[config.mk]
export PLATFORM = sky130hd
export DESIGN_NAME = mgh_ctrl
export DESIGN_NICKNAME = d
export VERILOG_FILES = /design/src/mgh_pkg.sv /design/src/mgh_ctrl.sv
export SDC_FILE = /design/constraint.sdc
export NUM_CORES = 1
export LEC_CHECK = 0
export ABC_AREA = 1
export BUFFER_PORTS_ARGS = -buffer_cell sky130_fd_sc_hd__buf_4
export CAP_MARGIN = 30
export CORE_AREA = 4 4 41 43
export CTS_CLUSTER_SIZE = 40
export DETAILED_ROUTE_END_ITERATION = 8
export DIE_AREA = 0 0 45 47
export HOLD_SLACK_MARGIN = 0.1
export PLACE_DENSITY = 0.71
export SLEW_MARGIN = 15
export SYNTH_ARGS = -nofsm -noshare
export SYNTH_HDL_FRONTEND = slang
export SYNTH_SLANG_ARGS = --single-unit
[constraint.sdc]
create_clock -name clk_i -period 1.3 [get_ports clk_i]
set_clock_uncertainty 0.1 [all_clocks]
set_input_delay 0 -clock clk_i [delete_from_list [all_inputs] [get_ports clk_i]]
set_output_delay 0 -clock clk_i [all_outputs]
set_load 0.01 [all_outputs]
[src/mgh_pkg.sv]
// shared types and constants of the multiplicity gated histogrammer
package mgh_pkg;

  // detector and histogram geometry, fixed by the field widths below
  localparam int unsigned WINDOW_WIDTH  = 16;
  localparam int unsigned SIDE_CHANNELS = 64;
  localparam int unsigned NUM_BINS      = 500;

  // configuration register indexes
  localparam logic [1:0] CFG_X_WINDOW  = 2'd0;
  localparam logic [1:0] CFG_Y_WINDOW  = 2'd1;
  localparam logic [1:0] CFG_THRESHOLD = 2'd2;
  localparam logic [1:0] CFG_OFFSET    = 2'd3;

  localparam int unsigned CFG_IDX_W  = 2;
  localparam int unsigned CFG_DATA_W = 16;

  // register reset values
  localparam logic [5:0]  X_WINDOW_RST  = 6'd48;
  localparam logic [6:0]  Y_WINDOW_RST  = 7'd112;
  localparam logic [15:0] THRESHOLD_RST = 16'd50;
  localparam logic [15:0] OFFSET_RST    = 16'd10;

  // histogram set codes
  localparam logic [1:0] SET_WINDOW = 2'd0;
  localparam logic [1:0] SET_SIDE   = 2'd1;
  localparam logic [1:0] SET_RAW    = 2'd2;

  // request kinds
  localparam logic REQ_SAMPLE = 1'b0;
  localparam logic REQ_READ   = 1'b1;

  // bin width is a power of two
  localparam int unsigned BIN_SHIFT = 2;

  // hit counter saturation limits
  localparam logic [6:0] SIDE_HITS_MAX   = 7'd127;
  localparam logic [4:0] WINDOW_HITS_MAX = 5'd31;

  typedef struct packed {
    logic        req_type;
    logic [6:0]  channel;
    logic [15:0] energy;
    logic        last_channel;
    logic [1:0]  hist_select;
    logic [4:0]  hist_index;
    logic [8:0]  bin_index;
  } req_t;

  typedef struct packed {
    logic [31:0] bin_count;
  } rsp_t;

  typedef enum logic [1:0] {
    ADDR_REQ,
    ADDR_WIN,
    ADDR_SIDE
  } addr_sel_e;

  // controller to datapath
  typedef struct packed {
    logic      take;       // request accepted this cycle
    logic      hist_re;    // read a histogram bin
    addr_sel_e addr_sel;
    logic      hist_we;    // write back the incremented bin
    logic      clr_we;     // clearing pass write
    logic      en_re;      // read buffered window energy of slot k
    logic      k_inc;
    logic      end_clear;  // drop slot valids and hit counters
    logic      out_load;
  } cmd_t;

  // datapath to controller
  typedef struct packed {
    logic clr_last;
    logic in_read;
    logic in_last;
    logic in_slot_hit;
    logic last_q;
    logic k_valid;
    logic k_last;
    logic win_one;
    logic side_one;
    logic out_free;
  } sts_t;

endpackage

[src/mgh_ctrl.sv]
// sequencing of sample updates, reads, event end sweep and clearing pass
module mgh_ctrl (
  input  logic          clk_i,
  input  logic          rst_ni,
  input  logic          in_valid_i,
  output logic          in_ready_o,
  input  mgh_pkg::sts_t sts_i,
  output mgh_pkg::cmd_t cmd_o
);
  import mgh_pkg::*;

  typedef enum logic [3:0] {
    ST_CLEAR,
    ST_IDLE,
    ST_RAW_WR,
    ST_RD_OUT,
    ST_E_LOAD,
    ST_WIN_RD,
    ST_WIN_WR,
    ST_SIDE_RD,
    ST_SIDE_WR
  } state_e;

  state_e state_q, state_d;
  logic   fire;

  assign in_ready_o = (state_q == ST_IDLE);
  assign fire       = in_valid_i && in_ready_o;

  always_comb begin
    cmd_o          = '0;
    cmd_o.addr_sel = ADDR_REQ;
    cmd_o.take     = fire;
    state_d        = state_q;
    case (state_q)
      ST_CLEAR: begin
        cmd_o.clr_we = 1'b1;
        if (sts_i.clr_last) begin
          state_d = ST_IDLE;
        end
      end
      ST_IDLE: begin
        if (fire) begin
          if (sts_i.in_read) begin
            cmd_o.hist_re = 1'b1;
            state_d       = ST_RD_OUT;
          end else if (sts_i.in_slot_hit) begin
            cmd_o.hist_re = 1'b1;
            state_d       = ST_RAW_WR;
          end else if (sts_i.in_last) begin
            state_d = ST_E_LOAD;
          end
        end
      end
      ST_RAW_WR: begin
        cmd_o.hist_we = 1'b1;
        state_d       = sts_i.last_q ? ST_E_LOAD : ST_IDLE;
      end
      ST_RD_OUT: begin
        if (sts_i.out_free) begin
          cmd_o.out_load = 1'b1;
          state_d        = ST_IDLE;
        end
      end
      ST_E_LOAD: begin
        if (sts_i.k_valid) begin
          cmd_o.en_re = 1'b1;
          state_d     = ST_WIN_RD;
        end else if (sts_i.k_last) begin
          cmd_o.end_clear = 1'b1;
          state_d         = ST_IDLE;
        end else begin
          cmd_o.k_inc = 1'b1;
        end
      end
      ST_WIN_RD: begin
        if (sts_i.win_one) begin
          cmd_o.hist_re  = 1'b1;
          cmd_o.addr_sel = ADDR_WIN;
          state_d        = ST_WIN_WR;
        end else begin
          state_d = ST_SIDE_RD;
        end
      end
      ST_WIN_WR: begin
        cmd_o.hist_we = 1'b1;
        state_d       = ST_SIDE_RD;
      end
      ST_SIDE_RD: begin
        if (sts_i.side_one) begin
          cmd_o.hist_re  = 1'b1;
          cmd_o.addr_sel = ADDR_SIDE;
          state_d        = ST_SIDE_WR;
        end else if (sts_i.k_last) begin
          cmd_o.end_clear = 1'b1;
          state_d         = ST_IDLE;
        end else begin
          cmd_o.k_inc = 1'b1;
          state_d     = ST_E_LOAD;
        end
      end
      ST_SIDE_WR: begin
        cmd_o.hist_we = 1'b1;
        if (sts_i.k_last) begin
          cmd_o.end_clear = 1'b1;
          state_d         = ST_IDLE;
        end else begin
          cmd_o.k_inc = 1'b1;
          state_d     = ST_E_LOAD;
        end
      end
      default: begin
        state_d = ST_IDLE;
      end
    endcase
  end

  always_ff @(posedge clk_i or negedge rst_ni) begin
    if (!rst_ni) begin
      state_q <= ST_CLEAR;
    end else begin
      state_q <= state_d;
    end
  end

endmodule

# Word level (Yosys, flattened, before mapping)
# Cells that the tools add are included.
# classes
eq_ne	13
muxes	31
reduce_logical	4
# ops
operator	count
2-to-1 mux 4 bit	9
one-hot mux 4 bit (9 select lines)	1
== test 4 x 3 -> 1 bit, second input constant	4
2-to-1 mux 1 bit	12
2-to-1 mux 3 bit	4
== test 4 x 2 -> 1 bit, second input constant	2
one-hot mux 2 bit (3 select lines)	1
AND reduction 5 bit	1
== test 4 x 1 -> 1 bit, second input constant	1
== test 4 bit, second input constant	1
logical NOT 4 bit	1
2-to-1 mux 2 bit	2
!= test 2 bit, second input constant	2
!= test 4 x 1 -> 1 bit, second input constant	1
one-hot mux 2 bit (2 select lines)	1
!= test 3 bit, second input constant	1
one-hot mux 1 bit (3 select lines)	1
OR reduction 3 bit	1
!= test 2 x 1 -> 1 bit, second input constant	1
logical AND 1 bit	1
# word_totals
regBits	4
inputBits	13
output_inout_bits	11
elab_cells	49

# Longest topological paths before layout
# logic_depth
depth_word	5
depth_mapped	9
depth_no_buf	9

# Worst setup path before layout
# Ideal clock, no wire load.
# synth_path
path_kind	flip-flop to flip-flop
start	reg state_q[2]
end	reg state_q[0]
setup_time_ps	120
arrival_time_ps	1114
required_ps	1080
setup_slack_ps	-34
stages_incl_launch_ff	9
n_path_buf	0
period_less_slack_ps	1334
path_cell_list	dfrtp_1 -> inv_1 -> nand2_1 -> nor2_1 -> nand2_2 -> nand2_1 -> nor2_2 -> nand2_1 -> nand2_1
# synth_via
elab_chain_cells	4
elab_cells_between_ends	17
cone_classes	eq/ne: 13; mux: 1; reduce/logical: 3
# synth_rtl
element	line	source
start, declared	mgh_ctrl.sv:24	state_e state_q, state_d;
start signal, assigned	mgh_ctrl.sv:122	state_q <= state_d;
== test 4 x 1 -> 1 bit	mgh_ctrl.sv:27, mgh_ctrl.sv:35	
logical AND 1 bit	mgh_ctrl.sv:28	assign fire = in_valid_i && in_ready_o;
!= test 2 x 1 -> 1 bit (no line)	n/a	
AND reduction 5 bit (no line)	n/a	
# Parallel ways exist; a longest one is shown, timed or not.
# A chain may end at the register's enable or synchronous reset.

==> reports/summary.txt <==
Status: finished, violations left
Violated checks: negative setup slack
R2R Setup Slk: -0.22 ns
RSZ-0062 raised after global routing: true
Worst path bufs/invs: 3
Vias in the first global route: 835
Syn Nets: 107
Initial Util: 0.397
Clock Path Buffers: 2
Iter 0 DRT Violations: 29
Clock Latency Late Sink: 0.24 ns
Source of the worst hold timing path: sts_i[7]
Crit path max-delay family: flip-flops
# nets final: 162
Crit path kind: flop to primary output
CP Cell Sequence: inv_4 -> nand2_4 -> nor2_4 -> nand2_1 -> nand2_1 -> inv_2 -> o41ai_2 -> buf_4
Sequential standard cell area: 105 um^2
Worst setup margin: -0.262 ns
# fillers: 57
Post-DP HPWL: 1.39 mm
Pleak: 0.662 nW
Fin Setup TNS: -2.05 ns
Slew headroom: 0.824
Clk sinks: 4
WP data arrival: 1.46 ns
Highest-count cells in the layout ignoring fill and taps: buf_4, nand2_1, buf_6, nand3_1
CTS tree: built
Clk Tree Root Cell: clkbuf_4
Final hold violation count: 0
Layout cell share with drive strength beyond 1: 0.612
Wire per inst: 15.7 um
Syn Inst Count: 94
Footprint of the multi-input gates: 483 um^2
Synth cell types: 17
Antenna Cells: 0
Crit-path max cell delay: 0.47 ns
Via Count: 856
R2R depth: 8
Routed Antenna Nets: 0
Final critical-path share of the clock period: 1.20
CP Depth: 8
Max-slew violations: 0
Final setup fails: 13
Hold EP: state_q[0]
Biggest register: state_q
Type of origin of the critical path: flop
DP Worst Slack: -0.0761 ns
Seq/Total Area, Yosys: 0.194
Post-Syn Area: 517 um^2
Die H: 47 um
Drt drc: 0
Reg clk slew, reported paths: 0.04 ns
Hold Path Stages: 6
Mean Syn Cell Area: 5.50 um^2
Total Routed Length: 2.54 mm
Reg2reg end: state_q[0]
Largest regs: state_q: 4 flops
Die ar.: 2120 um^2
Max reg flops: 4
Worst EP required: 1.20 ns
Actual slew at the worst max-slew pin: 0.261 ns
IO Pins: 24
Post-DR vias/cell: 5.28
Ys Warns: 0
Power per standard cell area: 1700 nW/um^2
Core box area: 1300 um^2
Worst setup path startpoint: state_q[3]
Worst vdd ir: 1.35 mV
Largest net degree at the start of global routing: 6
Std-Cell Rows: 13
Tmin final: 1.56 ns
Highest clock rate: 0.640 GHz
Gr usage total: 0.212
Initial DRT Pass Iterations: 4
Final weighted congestion in routability-driven placement: 0.820
Layout area overhead: 121%
First-pass GRT wire length: 3.30 mm
CP dominant cell by count: nand2_1
Reg2Reg Launch Point: state_q[0]
CP max FO: 4
Slowest-stage cell, CP: dfrtp_2
Global route total overflow: 0
Hold Crit Class: primary input to flop
Max-cap violations: 0
H-tree levels: 1
Initial antenna violation count: 0
Worst Setup End Kind: primary output
Commonest non-fill, non-tap cell in the layout: buf_4
Post-synthesis register bit count: 4
Die W: 45 um
PortBufs: 23
Inserted Clock Buffers: 3
==> synthesized netlist by cell type <==
cell type,instances,area share
nand2_1,27,0.20
inv_1,14,0.10
nand3_1,13,0.13
nor2_1,11,0.080
nor2_2,6,0.073
nand2_2,5,0.061
dfrtp_1,4,0.19
inv_2,3,0.022
nand4_1,2,0.024
o21ai_0,2,0.019
a21oi_1,1,0.0097
buf_4,1,0.015
nand3_2,1,0.019
nor2_4,1,0.022
nor3_1,1,0.0097
o41ai_1,1,0.017
or2_2,1,0.012
==> layout make-up <==
cell class / instances / area share
well taps: 15 / 0.0164
inverters: 17 / 0.0646
clock buffers: 3 / 0.0197
flip-flops and latches: 4 / 0.0920
multi-input cells: 72 / 0.423
repair buffers: 51 / 0.384
==> metrics by stage <==
stage | std cells | hold slack (ns) | total power (W) | area (um^2) | util
CTS | 156 | 0.107 | 0.00159 | 992 | 0.763
global placement | 141 | -0.302 | 0.00115 | 783 | 0.602
global route | 162 | 0.137 | 0.00206 | 1140 | 0.878
floorplan | 94 | -0.396 | 0.000799 | 524 | -
finish | 162 | 0.115 | 0.00194 | 1140 | 0.878
detailed placement | 141 | -0.303 | 0.00117 | 783 | 0.602
==> worst reg2reg max path, delay by kind of cell (launching register included) <==
kind	cells	cell delay [ns]
simple gates	5	0.49
compound gates	1	0.22
buf+inv	2	0.18
flops	1	0.47
==> cell families after synthesis <==
logic type             after synthesis  synth area share
flip-flops                           4             0.194
buffers and inverters               18             0.138
AO/OA/AOI/OAI                        4            0.0460
AND/OR/NAND/NOR                     68             0.622
==> worst max-delay path by stage <==
| stage | end |
|---|---|
| after floorplan | state_q[0] |
| after global placement | state_q[0] |
| after detailed placement | state_q[0] |
| after CTS | cmd_o[1] |
| after global routing | cmd_o[1] |
| final | cmd_o[1] |
==> layer usage <==
layer	GRT usage	routed length, um	up-vias
li1	-	-	399
met3	0.0192	86	12
met5	0	0	-
met2	0.395	1330	34
met1	0.233	1030	411
met4	0.123	99	0
==> timing repair <==
item,CTS,global route
gates resized for setup,25,30
pin swaps,4,10
buffers inserted,6,6
endpoints found under the setup margin,14,14
endpoints found under the hold margin,7,0
hold buffers,6,0
==> where the power goes <==
group          total (W)  internal, W  leakage [nW]  switching (W)
Sequential      0.000283     0.000173        0.0465       0.000110
Clock           0.000157     0.000103        0.0138      0.0000537
Combinational    0.00150     0.000718         0.601       0.000782
Power figures use the tool's default switching activity.
